==> config.mk <==
export PLATFORM = sky130hd
export DESIGN_NAME = npc_queue
export DESIGN_NICKNAME = d
export VERILOG_FILES = /design/src/npc_pkg.sv /design/src/npc_queue.sv
export SDC_FILE = /design/constraint.sdc
export NUM_CORES = 1
export LEC_CHECK = 0
export BUFFER_PORTS_ARGS = -buffer_cell sky130_fd_sc_hd__buf_2
export CORE_ASPECT_RATIO = 0.8
export CORE_MARGIN = 1.5
export CORE_UTILIZATION = 60
export CTS_CLUSTER_SIZE = 10
export DETAILED_ROUTE_END_ITERATION = 10
export PLACE_DENSITY = 0.83
export RECOVER_POWER = 25
export SYNTH_ARGS = -nofsm -noshare
export SYNTH_HDL_FRONTEND = slang
export SYNTH_SLANG_ARGS = --single-unit
==> constraint.sdc <==
create_clock -name clk -period 2.95 [get_ports clk]
set_clock_uncertainty 0.15 [all_clocks]
set_input_delay 0.295 -clock clk [delete_from_list [all_inputs] [get_ports clk]]
set_output_delay 0.295 -clock clk [all_outputs]
set_load 0.005 [all_outputs]
==> src/npc_pkg.sv <==
`default_nettype none
// ----------------------------------------------------------------------------
// npc_pkg - shared types and constants for the nibble pixel column packer
// Holds the configuration and request structs, register codes and widths
// used by the front end, the request queue, the back end and the top level.
// ----------------------------------------------------------------------------
package npc_pkg;

	// panel size defaults
	localparam int COLUMNS_DEF = 64;
	localparam int ROWS_DEF    = 64;

	// field widths
	localparam int POS_W      = 7;   // internal column / row counters
	localparam int IDX_W      = 6;   // reported column / row index
	localparam int WORD_W     = 16;  // packed column word
	localparam int NIB_W      = 4;   // one pixel
	localparam int NIBS       = 4;   // pixels per column word
	localparam int WIDTH_W    = 9;   // region width / pixels in row
	localparam int MAX_WIDTH  = 256;
	localparam int OX_W       = 8;
	localparam int OY_W       = 6;

	// configuration port
	localparam int CFG_IDX_W  = 4;
	localparam int CFG_DATA_W = 9;

	// request queue between front and back
	localparam int QUEUE_DEPTH = 4;

	typedef enum logic [CFG_IDX_W-1:0] {
		CFG_ORIGIN_X     = 4'd0,
		CFG_ORIGIN_Y     = 4'd1,
		CFG_REGION_WIDTH = 4'd2,
		CFG_BINARY_MODE  = 4'd3
	} cfg_idx_t;

	typedef struct packed {
		logic [OX_W-1:0]    origin_x;
		logic [OY_W-1:0]    origin_y;
		logic [WIDTH_W-1:0] region_width;
		logic               binary_mode;
	} cfg_t;

	// one column write request: position, assembled pixels, covered nibbles
	typedef struct packed {
		logic [POS_W-1:0]  col;
		logic [POS_W-1:0]  row;
		logic [WORD_W-1:0] word;
		logic [NIBS-1:0]   cov;   // bit i set: nibble i written by the rectangle
		logic              last;
	} req_t;

	typedef struct packed {
		logic full;
		logic empty;
	} qstat_t;

endpackage : npc_pkg
`default_nettype wire

==> src/npc_queue.sv <==
`default_nettype none
// ----------------------------------------------------------------------------
// npc_queue - request queue
// Short FIFO of column write requests between the front and back ends.
// ----------------------------------------------------------------------------
module npc_queue
	import npc_pkg::*;
(
	input  wire logic clk,
	input  wire logic arst_n,
	input  wire logic push,
	input  wire req_t push_req,
	input  wire logic pop,
	output req_t      head,
	output qstat_t    stat
);

	localparam int PTR_W = (QUEUE_DEPTH > 1) ? $clog2(QUEUE_DEPTH) : 1;
	localparam int CNT_W = $clog2(QUEUE_DEPTH + 1);

	req_t             entry_q [QUEUE_DEPTH];
	logic [PTR_W-1:0] wr_ptr_q;
	logic [PTR_W-1:0] rd_ptr_q;
	logic [CNT_W-1:0] count_q;

	assign head       = entry_q[rd_ptr_q];
	assign stat.full  = (count_q == CNT_W'(QUEUE_DEPTH));
	assign stat.empty = (count_q == '0);

	// storage
	always_ff @(posedge clk) begin
		if (push) begin
			entry_q[wr_ptr_q] <= push_req;
		end
	end

	// pointers and fill level
	always_ff @(posedge clk or negedge arst_n) begin
		if (!arst_n) begin
			wr_ptr_q <= '0;
			rd_ptr_q <= '0;
			count_q  <= '0;
		end else begin
			if (push) begin
				wr_ptr_q <= (wr_ptr_q == PTR_W'(QUEUE_DEPTH - 1)) ? '0 : wr_ptr_q + PTR_W'(1);
			end
			if (pop) begin
				rd_ptr_q <= (rd_ptr_q == PTR_W'(QUEUE_DEPTH - 1)) ? '0 : rd_ptr_q + PTR_W'(1);
			end
			if (push && !pop) begin
				count_q <= count_q + CNT_W'(1);
			end else if (pop && !push) begin
				count_q <= count_q - CNT_W'(1);
			end
		end
	end

endmodule : npc_queue
`default_nettype wire

==> results.sh <==
export IMPL_synth_top_family_by_area="multiplexers"
export IMPL_synth_yosys_seq_area_share_pct=79.31
export IMPL_synth_top_cells_by_count="140 x edfxtp_1, 28 x mux4_2, 7 x dfrtp_1, 7 x mux4_1, 6 x ha_1"
export IMPL_synth_xor_area_share_pct=0.4759
export IMPL_hold_class="in -> reg"
export IMPL_rsz0062_at_grt="false"
export IMPL_synth_nets=266
export IMPL_syn_area_sq_um=5522
export IMPL_antenna_left=0
export IMPL_crit_path_max_fanout=22
export IMPL_end_kind="output port"
export IMPL_grt_first_pass_wirelength_um=14770
export IMPL_maxCapViolations=0
export IMPL_worstSetupPathType="reg -> out"
export IMPL_cts_tree="yes"
export IMPL_io_pins=76
export IMPL_p_comb_share_pct=23.5
export IMPL_clkTransAtPathRegs_ps=50
export IMPL_post_cts_buffers=0
export IMPL_synth_compound_area_share_pct=0.1813
export IMPL_dpl_cell_area_sq_um=6042
export IMPL_first_iter_violations=206
export IMPL_syn_to_final_growth_pct=25.54
export IMPL_finalHoldViolCount=0
export IMPL_tns_ps=0
export IMPL_worst_pin_slew_ps=851.3
export IMPL_portBuffers=75
export IMPL_clk_latency_ps=410
export IMPL_htree_num_levels=4
export IMPL_cts_resized_gates=0
export IMPL_synthSimpleGateAreaFrac_pct=1.020
export IMPL_drive_gt1_share_pct=34.44
export IMPL_initial_core_util_pct=61.36
export IMPL_max_freq_mhz=393.8
export IMPL_synth_most_common_cell="edfxtp_1"
export IMPL_core_region_area_sq_um=8999
export IMPL_clockBufferDepth=2
export IMPL_grt_overflow_total=0
export IMPL_die_x_um=110.3
export IMPL_setup_violations=0
export IMPL_p_sw_share_pct=27.20
export IMPL_hpwlAfterDp_um=5906
export IMPL_preCtsSetupSlack_ps=810.4
export IMPL_stdcell_area_sq_um=6932
export IMPL_switchingPower_uw=1762
export IMPL_yosys_cell_types_count=19
export IMPL_seqPwrFrac_pct=45.6
export IMPL_antenna_found_initial=0
export IMPL_worstRegToRegCells=4
export IMPL_grtUsageTotal_pct=22.14
export IMPL_die_area_sq_um=9791
export IMPL_gp_congestion=0.7047
export IMPL_placed_cells=410
export IMPL_synthTopCellsByArea="edfxtp_1 76%, mux4_2 11%, mux4_1 3.3%, dfrtp_1 3.2%, ha_1 1.4%"
export IMPL_slew_violations=0
export IMPL_ctsRootBufferMaster="clkbuf_16"
export IMPL_worstHoldPathCells=2
export IMPL_hold_slack_ps=53.87
export IMPL_vias=2664
export IMPL_peakVddDrop_mv=0.6289
export IMPL_grt_pass1_vias=2790
export IMPL_wl_um=9874
export IMPL_yosysTopAreaCell="edfxtp_1"
export IMPL_final_nets=396
export IMPL_clock_sinks=147
export IMPL_power_density_nw_per_um2=934.5
export IMPL_routed_via_density=5.573
export IMPL_syn_area_per_cell_sq_um=25.10
export IMPL_fillers=509
export IMPL_leakage_uw=0.002426
export IMPL_postSynthCellCount=220
export IMPL_dieHeight_um=88.80
export IMPL_hold_buffers=36
export IMPL_stdcell_count=478
export IMPL_synthArstFlopShare_pct=4.762
export IMPL_fin_crit_ps=2540
export IMPL_diodes=0
export IMPL_yosys_warnings=0
export IMPL_fin_ws_ps=410.4
export IMPL_wl_per_cell_um=20.66
export IMPL_drc_errors=0
export IMPL_cts_buffers_inserted=17
export IMPL_fin_crit_sh_pct=86.09
export IMPL_grt_start_max_net_pins=38
export IMPL_firstDrtPassIters=4
export IMPL_cp_required_ps=2510
export IMPL_ys_ff_latch=147
export IMPL_worstSetupStartpointType="flop"
export IMPL_ys_flop_type="edfxtp_1"
export IMPL_synth_fa_ha_area_share_pct=1.722
export IMPL_clockPowerShare_pct=30.8
export IMPL_max_slew_margin_rel_pct=43.25
export IMPL_synth_edf_count=140
export IMPL_crit_arrival_ps=2090
export IMPL_p_int_uw=4716
export IMPL_outcome="completed"
export IMPL_rows=31
export IMPL_synthMuxAreaShare_pct=15.36
export IMPL_synth_top_cell_area_share_pct=76.14
-- cell usage in the layout (no fill, tap or decap), types with 2 or more instances in the layout --
cell type / count
ha_1: 6
dfrtp_2: 2
clkinvlp_4: 5
mux4_1: 7
o21ai_0: 2
buf_12: 2
clkbuf_1: 24
mux2_2: 3
edfxtp_1: 140
dfrtp_1: 5
buf_2: 51
nand2_1: 2
clkbuf_16: 17
and2_2: 4
inv_6: 2
buf_4: 6
mux4_2: 28
dlygate4sd3_1: 36
clkinv_4: 3
xor2_1: 2
nor2_1: 3
clkinv_1: 3
inv_1: 4
-- state kept, by name, summed over array words and instances, names as in the netlist --
| name | flops |
|---|---|
| count_q | 3 |
| entry_q | 140 |
| rd_ptr_q | 2 |
| wr_ptr_q | 2 |
-- layer usage --
| layer | part of all wire, % | vias to the layer above | track usage (%) |
|---|---|---|---|
| met5 | 0 | - | 0 |
| met1 | 42 | 1364 | 30.02 |
| met2 | 51 | 99 | 34.29 |
| li1 | - | 1197 | - |
| met4 | 0.36 | 0 | 7.809 |
| met3 | 6.5 | 4 | 7.511 |
-- worst max-delay path, cell delays in order (launching register included) --
cell,delay [ps]
dfrtp_2,690
buf_12,280
mux4_1,570
buf_2,140
-- through the flow --
| stage | power (uW) | utilization [%] |
|---|---|---|
| final | 6478 | 77.03 |
| after global placement | 4428 | 67.14 |
| after CTS | 6547 | 77.36 |
| after detailed placement | 4495 | 67.14 |
| after global routing | 6785 | 77.03 |
| after floorplan | 3927 | - |
-- final cells by class --
type / instances / area [sq um] / area share [%]
Clock buffer: 17 / 425.4 / 6.137
Clock inverter: 15 / 133.9 / 1.931
Inverter: 4 / 15.01 / 0.2166
Multi-Input combinational cell: 61 / 1041 / 15.02
Sequential cell: 147 / 4382 / 63.21
Tap cell: 115 / 143.9 / 2.076
Timing Repair Buffer: 119 / 790.8 / 11.41
-- path summary, 6_finish.rpt --
kind	startpoint	to	slack [ps]
hold reg to reg	count_q[2]	count_q[2]	360
setup / recovery	rd_ptr_q[0]	head[28]	410
max in group asynchronous	arst_n	rd_ptr_q[0]	2130
min in group asynchronous	arst_n	rd_ptr_q[1]	190
hold / removal	pop	rd_ptr_q[0]	50
setup reg to reg	wr_ptr_q[1]	entry_q[1][14]	1000
-- logic make-up (layout without fill, tap and decap cells) --
group,after synthesis,after routing
AOI/OAI and AO/OA,2,2
DFF,147,147
buffers and inverters,12,155
xor gates and xnor gates,3,3
and+or+nand+nor,11,11
adders and majority gates,7,7
muxes,38,38
-- power groups by stage --
stage | clock network (uW) | registers, uW | logic [uW]
finish | 2000 | 2960 | 1530
global route | 2120 | 3000 | 1670
CTS | 2020 | 2960 | 1560
detailed placement | 0 | 3000 | 1500
global placement | 0 | 2970 | 1460
floorplan | 0 | 2810 | 1120
No activity file was read; power rests on OpenSTA's default activity.
