**src/npc_pkg.sv**
```systemverilog
`default_nettype none
// ----------------------------------------------------------------------------
// npc_pkg - shared types and constants for the nibble pixel column packer
// Holds the configuration and request structs, register codes and widths
// used by the front end, the request queue, the back end and the top level.
// ----------------------------------------------------------------------------
package npc_pkg;

	// panel size defaults
	localparam int COLUMNS_DEF = 64;
	localparam int ROWS_DEF    = 64;

	// field widths
	localparam int POS_W      = 7;   // internal column / row counters
	localparam int IDX_W      = 6;   // reported column / row index
	localparam int WORD_W     = 16;  // packed column word
	localparam int NIB_W      = 4;   // one pixel
	localparam int NIBS       = 4;   // pixels per column word
	localparam int WIDTH_W    = 9;   // region width / pixels in row
	localparam int MAX_WIDTH  = 256;
	localparam int OX_W       = 8;
	localparam int OY_W       = 6;

	// configuration port
	localparam int CFG_IDX_W  = 4;
	localparam int CFG_DATA_W = 9;

	// request queue between front and back
	localparam int QUEUE_DEPTH = 4;

	typedef enum logic [CFG_IDX_W-1:0] {
		CFG_ORIGIN_X     = 4'd0,
		CFG_ORIGIN_Y     = 4'd1,
		CFG_REGION_WIDTH = 4'd2,
		CFG_BINARY_MODE  = 4'd3
	} cfg_idx_t;

	typedef struct packed {
		logic [OX_W-1:0]    origin_x;
		logic [OY_W-1:0]    origin_y;
		logic [WIDTH_W-1:0] region_width;
		logic               binary_mode;
	} cfg_t;

	// one column write request: position, assembled pixels, covered nibbles
	typedef struct packed {
		logic [POS_W-1:0]  col;
		logic [POS_W-1:0]  row;
		logic [WORD_W-1:0] word;
		logic [NIBS-1:0]   cov;   // bit i set: nibble i written by the rectangle
		logic              last;
	} req_t;

	typedef struct packed {
		logic full;
		logic empty;
	} qstat_t;

endpackage : npc_pkg
`default_nettype wire

```
**src/npc_front.sv**
```systemverilog
`default_nettype none
// ----------------------------------------------------------------------------
// npc_front - pixel front end
// Tracks rectangle, row and word position, packs pixels four to a word and
// issues a column write request whenever a word is flushed.
// ----------------------------------------------------------------------------
module npc_front
	import npc_pkg::*;
(
	input  wire logic              clk,
	input  wire logic              arst_n,
	input  wire cfg_t              cfg,
	input  wire logic              in_fire,
	input  wire logic [NIB_W-1:0]  pixel_value,
	input  wire logic              pixel_last,
	output logic                   push,
	output req_t                   push_req
);

	logic               active_q;
	logic [POS_W-1:0]   col_q;
	logic [POS_W-1:0]   row_q;
	logic [1:0]         piw_q;
	logic [WIDTH_W-1:0] pir_q;
	logic [WORD_W-1:0]  asm_q;
	logic [NIBS-1:0]    cov_q;

	logic [WIDTH_W-1:0] width_eff;
	logic               row_start;
	logic [POS_W-1:0]   col_c;
	logic [POS_W-1:0]   row_c;
	logic [1:0]         piw_c;
	logic [WIDTH_W-1:0] pir_c;
	logic [WIDTH_W-1:0] pir_n;
	logic [WORD_W-1:0]  asm_c;
	logic [WORD_W-1:0]  asm_n;
	logic [NIBS-1:0]    cov_c;
	logic [NIBS-1:0]    cov_n;
	logic [NIB_W-1:0]   pix_c;
	logic               row_end;
	logic               full;
	logic               flush;
	logic [POS_W-1:0]   row_inc;

	// clamp width to 1..256
	always_comb begin
		if (cfg.region_width == '0) begin
			width_eff = WIDTH_W'(1);
		end else if (cfg.region_width > WIDTH_W'(MAX_WIDTH)) begin
			width_eff = WIDTH_W'(MAX_WIDTH);
		end else begin
			width_eff = cfg.region_width;
		end
	end

	// position of this pixel: new rectangle and new row restart counters
	assign row_start = !active_q || (pir_q == '0);
	assign row_c     = active_q ? row_q : POS_W'(cfg.origin_y);
	assign pir_c     = active_q ? pir_q : '0;
	assign col_c     = row_start ? POS_W'(cfg.origin_x[OX_W-1:2]) : col_q;
	assign piw_c     = row_start ? cfg.origin_x[1:0] : piw_q;
	assign asm_c     = row_start ? '0 : asm_q;
	assign cov_c     = row_start ? '0 : cov_q;

	// pixel expansion and packing, first pixel in the high nibble
	assign pix_c = (cfg.binary_mode && pixel_value != '0) ? {NIB_W{1'b1}} : pixel_value;
	assign asm_n = asm_c | (WORD_W'(pix_c) << {~piw_c, 2'b00});
	assign cov_n = cov_c | (NIBS'(4'b1000) >> piw_c);
	assign pir_n = pir_c + WIDTH_W'(1);

	// flush conditions
	assign row_end = (pir_n >= width_eff) || (pir_n == '0);
	assign full    = (piw_c == 2'd3);
	assign flush   = full || row_end || pixel_last;
	assign row_inc = (row_c == {POS_W{1'b1}}) ? row_c : row_c + POS_W'(1);

	assign push     = in_fire && flush;
	assign push_req = '{col: col_c, row: row_c, word: asm_n, cov: cov_n, last: pixel_last};

	// position state
	always_ff @(posedge clk or negedge arst_n) begin
		if (!arst_n) begin
			active_q <= 1'b0;
			col_q    <= '0;
			row_q    <= '0;
			piw_q    <= '0;
			pir_q    <= '0;
			asm_q    <= '0;
			cov_q    <= '0;
		end else if (in_fire) begin
			active_q <= !pixel_last;
			if (flush) begin
				asm_q <= '0;
				cov_q <= '0;
				piw_q <= '0;
				if (row_end || pixel_last) begin
					pir_q <= '0;
					row_q <= row_inc;
					col_q <= col_c;
				end else begin
					pir_q <= pir_n;
					row_q <= row_c;
					col_q <= col_c + POS_W'(1);
				end
			end else begin
				asm_q <= asm_n;
				cov_q <= cov_n;
				piw_q <= piw_c + 2'd1;
				pir_q <= pir_n;
				row_q <= row_c;
				col_q <= col_c;
			end
		end
	end

endmodule : npc_front
`default_nettype wire

```
**config.mk**
```make
export PLATFORM = sky130hd
export DESIGN_NAME = npc_front
export DESIGN_NICKNAME = d
export VERILOG_FILES = /design/src/npc_pkg.sv /design/src/npc_front.sv
export SDC_FILE = /design/constraint.sdc
export NUM_CORES = 1
export LEC_CHECK = 0
export ABC_CLOCK_PERIOD_IN_PS = 4600
export CAP_MARGIN = 5
export CORE_UTILIZATION = 40
export CTS_CLUSTER_DIAMETER = 80
export DETAILED_ROUTE_END_ITERATION = 8
export DONT_BUFFER_PORTS = 1
export PLACE_DENSITY_LB_ADDON = 0.05
export SYNTH_ARGS = -nofsm -noshare
export SYNTH_HDL_FRONTEND = slang
export SYNTH_SLANG_ARGS = --single-unit
```
**constraint.sdc**
```tcl
create_clock -name clk -period 4.6 [get_ports clk]
set_clock_uncertainty 0.05 [all_clocks]
set_input_delay 0.92 -clock clk [delete_from_list [all_inputs] [get_ports clk]]
set_output_delay 0.92 -clock clk [all_outputs]
set_load 0.05 [all_outputs]
```
==> results by group, run 1 <==
Synthesis
  • Mapped Avg Cell Area: 9.02 µm²
  • Largest family of logic cells by synthesized area: compound AO/OA/AOI/OAI gates
  • Flops & latches, synth: 46
  • Count of cell types in the netlist: 64
  • Synth Area in Compound Gates: 26.1%
  • Post-Syn Instances: 382
  • Predominant post-synthesis flop cell: dfrtp_1
  • Async SR Flop Fraction: 100%
  • Synthesized Nets: 431
  • Sequential-to-total area share from yosys stat: 33.4%
  • Post-synthesis mux area share: 4.03%
  • Xor and xnor area share after synthesis: 2.00%
  • EDFF count, synth: 0
  • Area of the mapped netlist: between 3000 and 4000 µm²
  • Synth Area in Adders: ~6.2%
  • Yosys warns: 0
  • Simple-gate portion of the synthesized area: 20.9%

Placed design
  • Area post-placement: 3560 µm²
  • Post-DP HPWL: 6080 µm
  • IO Port Bufs: 0
  • RD Place Congestion: 0.844

Layout
  • Most common cell after layout, fill and taps aside: nand2_1
  • FF/Latch Area: 1150 µm²
  • Ratio of cells with drive above 1 in the final layout: approximately 14%
  • Multi-input gate area in the final layout: 2040 µm²
  • Layout overhead on the synthesized area: 6.79%
  • # diodes: 0
  • Layout fillers: 833
  • Final instance area: between 3000 and 4000 µm²
  • Commonest cells after routing, fill and taps aside: nand2_1 (59), dfrtp_1 (46), buf_4 (22), nor2_1 (20), inv_1 (19)
  • # nets final: 437

Job
  • Max-Cap Viols: 0

Floorplan
  • Core Region: 8260 µm²
  • Rows: 33
  • Starting density of the core: 41.7%
  • Die extent in x: 94.8 µm
  • I/O Pins: between 60 and 70
  • Die Y: 94.8 µm
  • Total Die Area: 8990 µm²

Pwr
  • Pwr per Cell Area: 359 nW/µm²
  • Total power: 1.32 mW
  • Comb power frac: between 30% and 40%
  • Worst VDD drop: around 0.18 mV
  • Sw frac: 42.1%
  • Net Switching: approximately 0.56 mW
  • P_leak: roughly 1.7 nW
  • Register share of total power: 37.0%
  • Clk pwr share: 23.9%
  • Internal power: 0.764 mW

Critical path
  • CP endpoint kind: primary output
  • Largest stage delay on the critical path: around 0.47 ns
  • Crit path launch type: register
  • Critical Path Slowest Stage Cell: dfrtp_1
  • Crit path kind: register to primary output
  • Worst EP required: 3.63 ns
  • CP cell instances: and2_1, ha_2, nand4_4, xor2_2, ha_1, a21oi_1, a31oi_1, a211oi_2, o41ai_4, nor2_1, buf_4, nor2_1, buf_4
  • CP Max Fanout: 8
  • Crit path arrival time: 3.35 ns

CTS
  • TritonCTS Sinks: between 40 and 50
  • Clk root buf: clkbuf_8
  • Clock Path Buffers: 2
  • Clock insertion delay at the later pin of the skew report: 0.30 ns
  • Clock transition at path regs: 0.10 ns
  • Cts bufs inserted: 5
  • Hold_buf cts: 0
  • Max H-tree Level: 2
  • TritonCTS clock tree: built

Routing
  • DRT iter0 DRCs: 100
  • Final wirelength: 8600 µm
  • Vias post-DR: 2886
  • Routed Antenna Nets: 0
  • Vias/cell: slightly below 6
  • DR DRC count: 0
  • DR WL/cell: 17.4 µm
  • DR pass1 iterations: 4

STA
  • Part of the cycle the worst path needs: about 94%
  • Slew margin rel.: 51.6%
  • Setup TNS: 0 ns
  • Final setup viols: 0
  • RSZ-0062 raised after global routing: false
  • Worst Tran Pin Value: 0.726 ns
  • Final Hold Viols: 0
  • Min cycle time layout: about 4.3 ns
  • Max Clock Freq: 231 MHz
  • Count of final max-slew check failures: 0

Global route
  • Initial antenna violation count: 0
  • Vias in the first global route: 2795
  • Total track usage: 19.9%
  • Total global routing overflow: 0
  • First-pass GRT wire length: 13800 µm
  • Largest net degree at the start of global routing: 47

Hold path
  • Hold Path Class: primary input to async pin

Run status
  • Status: complete, no violations
state kept, by name, summed over array words and instances (netlist names):
| register | flops |
|---|---|
| asm_q | 16 |
| cov_q | 4 |
| col_q | 7 |
| piw_q | 2 |
| active_q | 1 |
| pir_q | 9 |
| row_q | 7 |
synth_stat cells (2+ instances only):
| master | count | area share [%] |
|---|---|---|
| or3_1 | 2 | 0.36 |
| o31ai_4 | 3 | 1.9 |
| o211ai_1 | 4 | 0.87 |
| o21ai_0 | 26 | 3.8 |
| nor4_1 | 3 | 0.54 |
| and2_1 | 7 | 1.3 |
| clkbuf_8 | 4 | 1.6 |
| a31o_1 | 2 | 0.51 |
| a31oi_1 | 5 | 0.91 |
| nand4_1 | 7 | 1.3 |
| o41a_1 | 2 | 0.65 |
| and4_2 | 2 | 0.58 |
| a21oi_1 | 10 | 1.5 |
| o2bb2ai_1 | 6 | 1.5 |
| buf_4 | 2 | 0.44 |
| xor2_1 | 3 | 0.76 |
| a22o_1 | 17 | 4.3 |
| buf_6 | 4 | 1.3 |
| and3_1 | 5 | 0.91 |
| nand3_1 | 15 | 2.2 |
| nor2b_1 | 5 | 0.91 |
| dfrtp_1 | 46 | 33 |
| nand2_1 | 59 | 6.4 |
| xnor2_1 | 3 | 0.76 |
| and2_2 | 2 | 0.44 |
| clkbuf_1 | 10 | 1.1 |
| a32o_1 | 8 | 2.3 |
| o31ai_1 | 4 | 0.87 |
| nor3_1 | 4 | 0.58 |
| mux2_2 | 3 | 0.98 |
| buf_2 | 2 | 0.29 |
| nor2_1 | 20 | 2.2 |
| inv_1 | 19 | 2.1 |
| nand2b_1 | 4 | 0.73 |
| ha_1 | 17 | 6.2 |
| mux2i_1 | 9 | 2.6 |
| a21o_1 | 7 | 1.5 |
| a31o_2 | 2 | 0.51 |
| o21a_1 | 3 | 0.65 |
| a211o_1 | 2 | 0.51 |
power by group through the flow:
stage | clock [mW] | sequential, mW | combinational, mW
global route | 0.348 | 0.496 | 0.557
floorplan | 0 | 0.484 | 0.446
global placement | 0 | 0.495 | 0.517
detailed placement | 0 | 0.495 | 0.520
finish | 0.316 | 0.488 | 0.516
CTS | 0.327 | 0.488 | 0.521
worst paths after layout:
path	from	endpoint	slack (ns)	depth (start not counted)
hold reg to reg	row_q[6]$_DFFE_PN0P_	row_q[6]$_DFFE_PN0P_	0.44	2
max in group asynchronous	arst_n	row_q[5]$_DFFE_PN0P_	4.15	0
setup reg to reg	active_q$_DFFE_PN0P_	asm_q[12]$_DFFE_PN0P_	0.78	12
min in group clk	row_q[6]$_DFFE_PN0P_	row_q[6]$_DFFE_PN0P_	0.44	2
setup / recovery	active_q$_DFFE_PN0P_	push	0.28	13
hold / removal	arst_n	asm_q[13]$_DFFE_PN0P_	0.25	0
worst max-delay path, delay by kind of cell (launching register included):
kind | cells | cell delay (ns)
xor gates and xnor gates | 1 | 0.29
adders and majority gates | 2 | 0.67
buffers and inverters | 2 | 0.33
DFF | 1 | 0.47
AOI/OAI and AO/OA | 4 | 0.73
and+or+nand+nor | 4 | 0.55
area by class of cell:
class | count | area share (%)
timing repair buffer | 22 | 4.49
inverter | 20 | 2.04
clock buffer | 5 | 1.87
tap | 105 | 3.57
clock inverter | 3 | 1.19
sequential | 46 | 31.3
multi-input combinational | 293 | 55.5
per-stage QoR:
step	std cells	hold WS, ns	setup WS (ns)	util (%)
6_report	494	0.246	0.278	44.5
3_3_place_gp	486	0.423	0.556	43.2
4_1_cts	494	0.235	0.175	44.5
2_1_floorplan	382	0.400	0.131	-
5_1_grt	494	0.223	0.00476	44.5
3_5_place_dp	486	0.420	0.508	43.2
routing by layer:
layer | share of wire (%) | global-route usage (%) | wire length (µm) | vias to the layer above
met5 | 0 | 0 | 0 | -
met4 | 1.1 | 4.80 | 96 | 0
met3 | 4.5 | 3.38 | 387 | 10
met2 | 48 | 33.6 | 4130 | 54
met1 | 46 | 26.2 | 3980 | 1404
li1 | - | - | - | 1418
cell families (layout without fill, tap and decap cells):
kind of cell,after synthesis,in the layout
AND/OR/NAND/NOR,143,143
AO/OA/AOI/OAI,113,113
flip-flops,46,46
buffers and inverters,43,50
adder cells (fa/ha/maj),17,17
multiplexers,13,13
XOR/XNOR,7,7
repair_timing:
action / in CTS / in global routing
setup endpoints to repair: 0 / 1
setup buffers: 0 / 0
resized for setup: 0 / 1
Note: power is estimated with default switching activity, not from simulation.
==> run 2, diff against run 1 <==
--- a/config.mk
+++ b/config.mk
@@ -8,10 +8,10 @@
 export ABC_CLOCK_PERIOD_IN_PS = 4600
 export CAP_MARGIN = 5
 export CORE_UTILIZATION = 40
-export CTS_CLUSTER_DIAMETER = 80
 export DETAILED_ROUTE_END_ITERATION = 8
 export DONT_BUFFER_PORTS = 1
 export PLACE_DENSITY_LB_ADDON = 0.05
+export SETUP_SLACK_MARGIN = 0.3
 export SYNTH_ARGS = -nofsm -noshare
 export SYNTH_HDL_FRONTEND = slang
 export SYNTH_SLANG_ARGS = --single-unit
==> run 2 against run 1 <==
- combinational power rose by 2%
- register-to-register slack gained 0.16 ns
- count of clock-buffer cells in the layout increased by 1
- sequential cell count is the same
- critical endpoint is now push_req[1]
- highest routed layer unchanged
- sequential power hardly changed
- setup slack better by 0.23 ns
- sequential share of layout area is 0.30 points lower
- critical path type unchanged
- critical path depth fell by 6
- routed wire length shrank 0.36%
==> results by group, run 2 (synthesized netlist as in run 1, its figures left out) <==
Hold path
  • Hold Path Class: primary input to async pin (unchanged)

Layout
  • Max reg flops: 16 (unchanged)
  • Ratio of cells with drive above 1 in the final layout: 14.9% (was 14.1%)
  • # nets final: 438 (was 437)
  • Commonest cells after routing, fill and taps aside: nand2_1 (59), dfrtp_1 (46), buf_4 (23), inv_1 (19), nor2_1 (18) (was nand2_1 (59), dfrtp_1 (46), buf_4 (22), nor2_1 (20), inv_1 (19))
  • Layout overhead on the synthesized area: 7.81% (was 6.79%)
  • Biggest registers after layout: asm_q (16), pir_q (9) (unchanged)
  • Most common cell after layout, fill and taps aside: nand2_1 (unchanged)
  • Biggest register: asm_q (unchanged)
  • # diodes: 0 (unchanged)

Critical path
  • Worst r2r src: pir_q[0]$_DFFE_PN0P_ (was active_q$_DFFE_PN0P_)
  • CP top delay family: compound AO/OA/AOI/OAI gates (unchanged)
  • WP buf/inv: 2 (unchanged)
  • Crit path arrival time: 3.12 ns (was 3.35 ns)
  • Critical path depth: 7 (was 13)
  • CP cell instances: or4_4, o31a_2, a21oi_1, inv_1, ha_1, buf_4, a21o_1 (was and2_1, ha_2, nand4_4, xor2_2, ha_1, a21oi_1, a31oi_1, a211oi_2, o41ai_4, nor2_1, buf_4, nor2_1, buf_4)
  • Crit path kind: register to primary output (unchanged)
  • Critical Path Slowest Stage Cell: o31a_2 (was dfrtp_1)
  • FF-to-FF End: asm_q[14]$_DFFE_PN0P_ (was asm_q[12]$_DFFE_PN0P_)
  • R2r setup slk: 0.94 ns (was 0.78 ns)
  • CP Max Fanout: 28 (was 8)
  • Largest stage delay on the critical path: 0.57 ns (was 0.47 ns)
  • Worst r2r path cells: 14 (was 12)
  • CP endpoint kind: primary output (unchanged)
  • CP startpoint: pir_q[1]$_DFFE_PN0P_ (was active_q$_DFFE_PN0P_)
  • Crit path launch type: register (unchanged)
  • Worst setup endpoint: push_req[1] (was push)
  • Worst EP required: 3.63 ns (about the same)

Pwr
  • Comb power frac: 39.5% (was 39.1%)
  • Internal power: 0.766 mW (was 0.764 mW)
  • Register share of total power: 36.8% (was 37.0%)
  • Worst VDD drop: 0.129 mV (was 0.178 mV)
  • Sw frac: 42.1% (about the same)
  • P_leak: 1.68 nW (about the same)
  • Pwr per Cell Area: 357 nW/µm² (was 359 nW/µm²)
  • Net Switching: 0.558 mW (was 0.556 mW)
  • Clk pwr share: 23.6% (was 23.9%)

Job
  • Max-Cap Viols: 0 (unchanged)

Routing
  • DRT iter0 DRCs: 76 (was 100)
  • DR DRC count: 0 (unchanged)
  • Vias post-DR: 2852 (was 2886)
  • Vias/cell: 5.76 (was 5.84)
  • Final wirelength: 8560 µm (was 8600 µm)
  • Routed Antenna Nets: 0 (unchanged)
  • DR WL/cell: 17.3 µm (was 17.4 µm)
  • DR pass1 iterations: 5 (was 4)

CTS
  • Max H-tree Level: 2 (unchanged)
  • TritonCTS Sinks: 46 (unchanged)
  • Clock Path Buffers: 2 (unchanged)
  • Hold_buf cts: 0 (unchanged)
  • Cts bufs inserted: 5 (unchanged)
  • Clock insertion delay at the later pin of the skew report: 0.31 ns (was 0.30 ns)
  • Clk root buf: clkbuf_8 (unchanged)
  • Clock transition at path regs: 0.09 ns (was 0.10 ns)
  • TritonCTS clock tree: built (unchanged)

Floorplan
  • I/O Pins: 68 (unchanged)
  • Starting density of the core: 41.7% (unchanged)
  • Die Y: 94.8 µm (unchanged)
  • Rows: 33 (unchanged)
  • Total Die Area: 8990 µm² (unchanged)
  • Core Region: 8260 µm² (unchanged)
  • Die extent in x: 94.8 µm (unchanged)

STA
  • Worst Tran Pin Value: 0.699 ns (was 0.726 ns)
  • Final setup viols: 0 (unchanged)
  • RSZ-0062 raised after global routing: false (unchanged)
  • Min cycle time layout: 4.09 ns (was 4.32 ns)
  • Slew margin rel.: 53.4% (was 51.6%)
  • Setup TNS: 0 ns (unchanged)
  • Part of the cycle the worst path needs: 89.0% (was 93.9%)
  • Fin Hold WS: 0.241 ns (was 0.246 ns)
  • Count of final max-slew check failures: 0 (unchanged)
  • Final Hold Viols: 0 (unchanged)
  • Max Clock Freq: 244 MHz (was 231 MHz)

Placed design
  • IO Port Bufs: 0 (unchanged)
  • RD Place Congestion: 0.828 (was 0.844)
  • Post-DP HPWL: 6070 µm (was 6080 µm)

Run status
  • Status: complete, no violations (unchanged)

Global route
  • Initial antenna violation count: 0 (unchanged)
  • First-pass GRT wire length: 14000 µm (was 13800 µm)
  • Largest net degree at the start of global routing: 47 (unchanged)
  • Vias in the first global route: 2789 (was 2795)
  • Total global routing overflow: 0 (unchanged)
  • Total track usage: 20.1% (was 19.9%)
[run 2: repair_timing]
item	in CTS	in global routing
pin swaps	0	2
setup endpoints to repair	1	1
buffers inserted	0	3
gates resized for setup	1	4
[run 2: final cells by class]
| class | instances | area [µm²] |
|---|---|---|
| clock buffers | 6 | 72.6 |
| clock inverters | 2 | 37.5 |
| fillers | 847 | 4540 |
| inverters | 20 | 75.1 |
| multi-input cells | 293 | 2070 |
| flip-flops and latches | 46 | 1150 |
| well taps | 105 | 131 |
| repair buffers | 23 | 173 |
[run 2: worst min path at each step]
stage	startpoint	end	cells past startpoint
2_1_floorplan	row_q[6]$_DFFE_PN0P_	row_q[6]$_DFFE_PN0P_	2
3_3_place_gp	cov_q[0]$_DFFE_PN0P_	cov_q[0]$_DFFE_PN0P_	1
3_5_place_dp	asm_q[11]$_DFFE_PN0P_	asm_q[11]$_DFFE_PN0P_	1
4_1_cts	arst_n	asm_q[1]$_DFFE_PN0P_	0
5_1_grt	arst_n	asm_q[1]$_DFFE_PN0P_	0
6_report	arst_n	asm_q[1]$_DFFE_PN0P_	0
[run 2: per-layer routing]
metal	share of wire [%]	up-vias	routed length [µm]	global-route usage, %
li1	-	1413	-	-
met1	48	1380	4140	27.1
met2	47	52	4050	33.2
met3	3.5	7	297	2.90
met4	0.89	0	76	5.81
met5	0	-	0	0
[run 2: power groups by stage]
stage | sequential [mW] | combinational [mW] | clock, mW
global route | 0.494 | 0.565 | 0.339
finish | 0.488 | 0.524 | 0.313
floorplan | 0.484 | 0.447 | 0
detailed placement | 0.495 | 0.519 | 0
global placement | 0.494 | 0.516 | 0
CTS | 0.487 | 0.521 | 0.321
[run 2: per-stage QoR]
stage	instance area [µm²]	setup WS (ns)	utilization, %	std cells	total power [mW]
after global placement	3550	0.606	43.0	484	1.01
after global routing	3710	0.371	45.0	495	1.40
after CTS	3670	0.306	44.4	492	1.33
after detailed placement	3550	0.543	43.0	484	1.01
final	3710	0.507	45.0	495	1.32
after floorplan	3450	0.325	-	382	0.931
[run 2: worst register-to-register path, cell delays in order (launching register included)]
cell,delay (ns)
dfrtp_1,0.40
and2_1,0.30
ha_4,0.24
and3_1,0.16
nand3_1,0.09
xnor2_1,0.14
nor2_1,0.14
ha_1,0.27
a211o_1,0.27
a211oi_2,0.14
buf_4,0.17
o41ai_4,0.10
buf_4,0.27
o31ai_4,0.62
a22o_1,0.25
==> run 3, diff against run 2 <==
--- a/config.mk
+++ b/config.mk
@@ -7,7 +7,8 @@
 export LEC_CHECK = 0
 export ABC_CLOCK_PERIOD_IN_PS = 4600
 export CAP_MARGIN = 5
-export CORE_UTILIZATION = 40
+export CORE_UTILIZATION = 35
+export CTS_CLUSTER_DIAMETER = 150
 export DETAILED_ROUTE_END_ITERATION = 8
 export DONT_BUFFER_PORTS = 1
 export PLACE_DENSITY_LB_ADDON = 0.05
==> run 3 against run 2 <==
- register-to-register slack lost 0.07 ns
- clock power rose by 4%
- count of clock-buffer cells in the layout fell by 1
- first-iteration DRC count fell by 34%
- die area grew 14%
- sequential share of layout area about the same
- setup slack got worse by 0.0085 ns
- global-route usage decreased by 1.7 points
- routed wire length increased by 5.0%
- fmax fell by 0.21%
- via count is the same
- sequential power hardly changed
- critical endpoint unchanged
- highest routed layer unchanged
==> results by group, run 3 (synthesized netlist as in run 1, its figures left out) <==
Global route
  • Largest net degree at the start of global routing: 47 (unchanged)
  • Total global routing overflow: 0 (unchanged)
  • Total track usage: 18.4% (was 20.1%)
  • Vias in the first global route: 2902 (was 2789)
  • Initial antenna violation count: 0 (unchanged)
  • First-pass GRT wire length: 14700 µm (was 14000 µm)

Layout
  • Max reg flops: 16 (unchanged)
  • Layout overhead on the synthesized area: 7.88% (was 7.81%)
  • Biggest registers after layout: asm_q (16), pir_q (9) (unchanged)
  • Ratio of cells with drive above 1 in the final layout: 13.8% (was 14.9%)
  • # nets final: 432 (was 438)
  • # diodes: 0 (unchanged)
  • Commonest cells after routing, fill and taps aside: nand2_1 (59), dfrtp_1 (46), inv_1 (19), nor2_1 (18) (was nand2_1 (59), dfrtp_1 (46), buf_4 (23), inv_1 (19), nor2_1 (18))
  • Most common cell after layout, fill and taps aside: nand2_1 (unchanged)
  • Final instance area: 3720 µm² (was 3710 µm²)
  • Layout Cells excl Fill: 513 (was 495)
  • Layout fillers: 992 (was 847)
  • Fin util: 39.7% (was 45.0%)
  • Biggest register: asm_q (unchanged)

Routing
  • Vias post-DR: 2852 (unchanged)
  • Routed Antenna Nets: 0 (unchanged)
  • DR DRC count: 0 (unchanged)
  • Vias/cell: 5.56 (was 5.76)
  • Final wirelength: 8990 µm (was 8560 µm)
  • DRT iter0 DRCs: 50 (was 76)
  • DR pass1 iterations: 4 (was 5)
  • DR WL/cell: 17.5 µm (was 17.3 µm)

STA
  • Max Clock Freq: 244 MHz (about the same)
  • Setup ws final: 0.499 ns (was 0.507 ns)
  • Count of final max-slew check failures: 0 (unchanged)
  • Part of the cycle the worst path needs: 89.2% (was 89.0%)
  • Setup TNS: 0 ns (unchanged)
  • Min cycle time layout: 4.10 ns (was 4.09 ns)
  • Worst Tran Pin Value: 1.00 ns (was 0.699 ns)
  • Final Hold Viols: 0 (unchanged)
  • Fin Hold WS: 0.241 ns (about the same)
  • RSZ-0062 raised after global routing: false (unchanged)
  • Final setup viols: 0 (unchanged)
  • Slew margin rel.: 33.1% (was 53.4%)

Floorplan
  • Total Die Area: 10200 µm² (was 8990 µm²)
  • I/O Pins: 68 (unchanged)
  • Core Region: 9370 µm² (was 8260 µm²)
  • Rows: 35 (was 33)
  • Die extent in x: 101 µm (was 94.8 µm)
  • Die Y: 101 µm (was 94.8 µm)
  • Starting density of the core: 36.8% (was 41.7%)

Hold path
  • Hold Path Class: primary input to async pin (unchanged)

Critical path
  • Critical Path Slowest Stage Cell: or4_4 (was o31a_2)
  • Crit path kind: register to primary output (unchanged)
  • CP cell instances: or4_4, o31a_2, a21oi_1, inv_1, ha_1, buf_4, a21o_1 (unchanged)
  • Largest stage delay on the critical path: 0.57 ns (about the same)
  • Crit path launch type: register (unchanged)
  • CP endpoint kind: primary output (unchanged)
  • Crit path arrival time: 3.13 ns (was 3.12 ns)
  • CP Max Fanout: 28 (unchanged)
  • Worst EP required: 3.63 ns (about the same)
  • WP buf/inv: 2 (unchanged)
  • CP top delay family: compound AO/OA/AOI/OAI gates (unchanged)

Job
  • Max-Cap Viols: 0 (unchanged)

CTS
  • Max H-tree Level: 2 (unchanged)
  • Clk root buf: clkbuf_8 (unchanged)
  • Clock transition at path regs: 0.10 ns (was 0.09 ns)
  • Clock insertion delay at the later pin of the skew report: 0.31 ns (about the same)
  • Postcts setup bufs: 0 (unchanged)
  • Clock Path Buffers: 2 (unchanged)
  • Hold_buf cts: 0 (unchanged)
  • Cts bufs inserted: 5 (unchanged)
  • TritonCTS clock tree: built (unchanged)
  • TritonCTS Sinks: 46 (unchanged)

Placed design
  • Worst slack after detailed placement: 0.397 ns (was 0.543 ns)
  • RD Place Congestion: 0.758 (was 0.828)
  • IO Port Bufs: 0 (unchanged)
  • Post-DP HPWL: 6320 µm (was 6070 µm)
  • Placed insts: 505 (was 484)
  • Area post-placement: 3560 µm² (was 3550 µm²)

Pwr
  • Total power: 1.33 mW (was 1.32 mW)
  • Comb power frac: 39.0% (was 39.5%)
  • P_leak: 1.66 nW (was 1.68 nW)
  • Register share of total power: 36.6% (was 36.8%)
  • Internal power: 0.762 mW (was 0.766 mW)
  • Net Switching: 0.570 mW (was 0.558 mW)
  • Pwr per Cell Area: 358 nW/µm² (was 357 nW/µm²)
  • Clk pwr share: 24.4% (was 23.6%)
  • Sw frac: 42.8% (was 42.1%)
  • Worst VDD drop: 0.121 mV (was 0.129 mV)

Run status
  • Status: complete, no violations (unchanged)
[run 3: worst paths after layout]
kind,slack (ns),cells after the start,to,from
worst max-delay path,0.50,7,push_req[1],pir_q[1]$_DFFE_PN0P_
worst min-delay path,0.24,0,asm_q[1]$_DFFE_PN0P_,arst_n
worst max register to register,0.87,11,asm_q[15]$_DFFE_PN0P_,pir_q[3]$_DFFE_PN0P_
worst min register to register,0.44,1,cov_q[0]$_DFFE_PN0P_,cov_q[0]$_DFFE_PN0P_
max in group asynchronous,4.16,0,row_q[4]$_DFFE_PN0P_,arst_n
min in group clk,0.44,1,cov_q[0]$_DFFE_PN0P_,cov_q[0]$_DFFE_PN0P_
[run 3: per-layer routing]
metal  share of wire (%)  global-route usage [%]
met1                  47                    24.2
met2                  48                    31.0
met3                 3.3                    3.11
met4                 1.7                    5.57
met5                   0                       0
[run 3: worst register-to-register path, cell delays in order, from the launching register on]
cell and delay (ns):
dfrtp_1 0.50, and3_1 0.41, nand4_4 0.17, xor2_4 0.20, ha_1 0.35, a21oi_1 0.16
a31oi_1 0.14, a211oi_4 0.36, o41ai_4 0.19, buf_4 0.28, o31ai_4 0.62, a22o_1 0.26
[run 3: area by class of cell]
| cell class | count | area, µm² | share of cell area, % |
|---|---|---|---|
| Clock buffer | 5 | 68.8 | 1.85 |
| Clock inverter | 3 | 43.8 | 1.18 |
| Timing Repair Buffer | 17 | 128 | 3.43 |
| Tap cell | 129 | 161 | 4.34 |
| Multi-Input combinational cell | 293 | 2090 | 56.2 |
| Sequential cell | 46 | 1150 | 31.0 |
| Inverter | 20 | 75.1 | 2.02 |
[run 3: timing repair]
action | in CTS | in global routing
hold endpoints to repair | 0 | 0
resized for setup | 4 | 3
endpoints found under the setup margin | 1 | 1
pin swaps | 0 | 0
[run 3: power by group through the flow]
| stage | combinational, mW | sequential [mW] | clock [mW] |
|---|---|---|---|
| after floorplan | 0.447 | 0.484 | 0 |
| after global placement | 0.517 | 0.494 | 0 |
| after detailed placement | 0.519 | 0.494 | 0 |
| after CTS | 0.523 | 0.487 | 0.335 |
| after global routing | 0.561 | 0.494 | 0.351 |
| final | 0.520 | 0.487 | 0.324 |
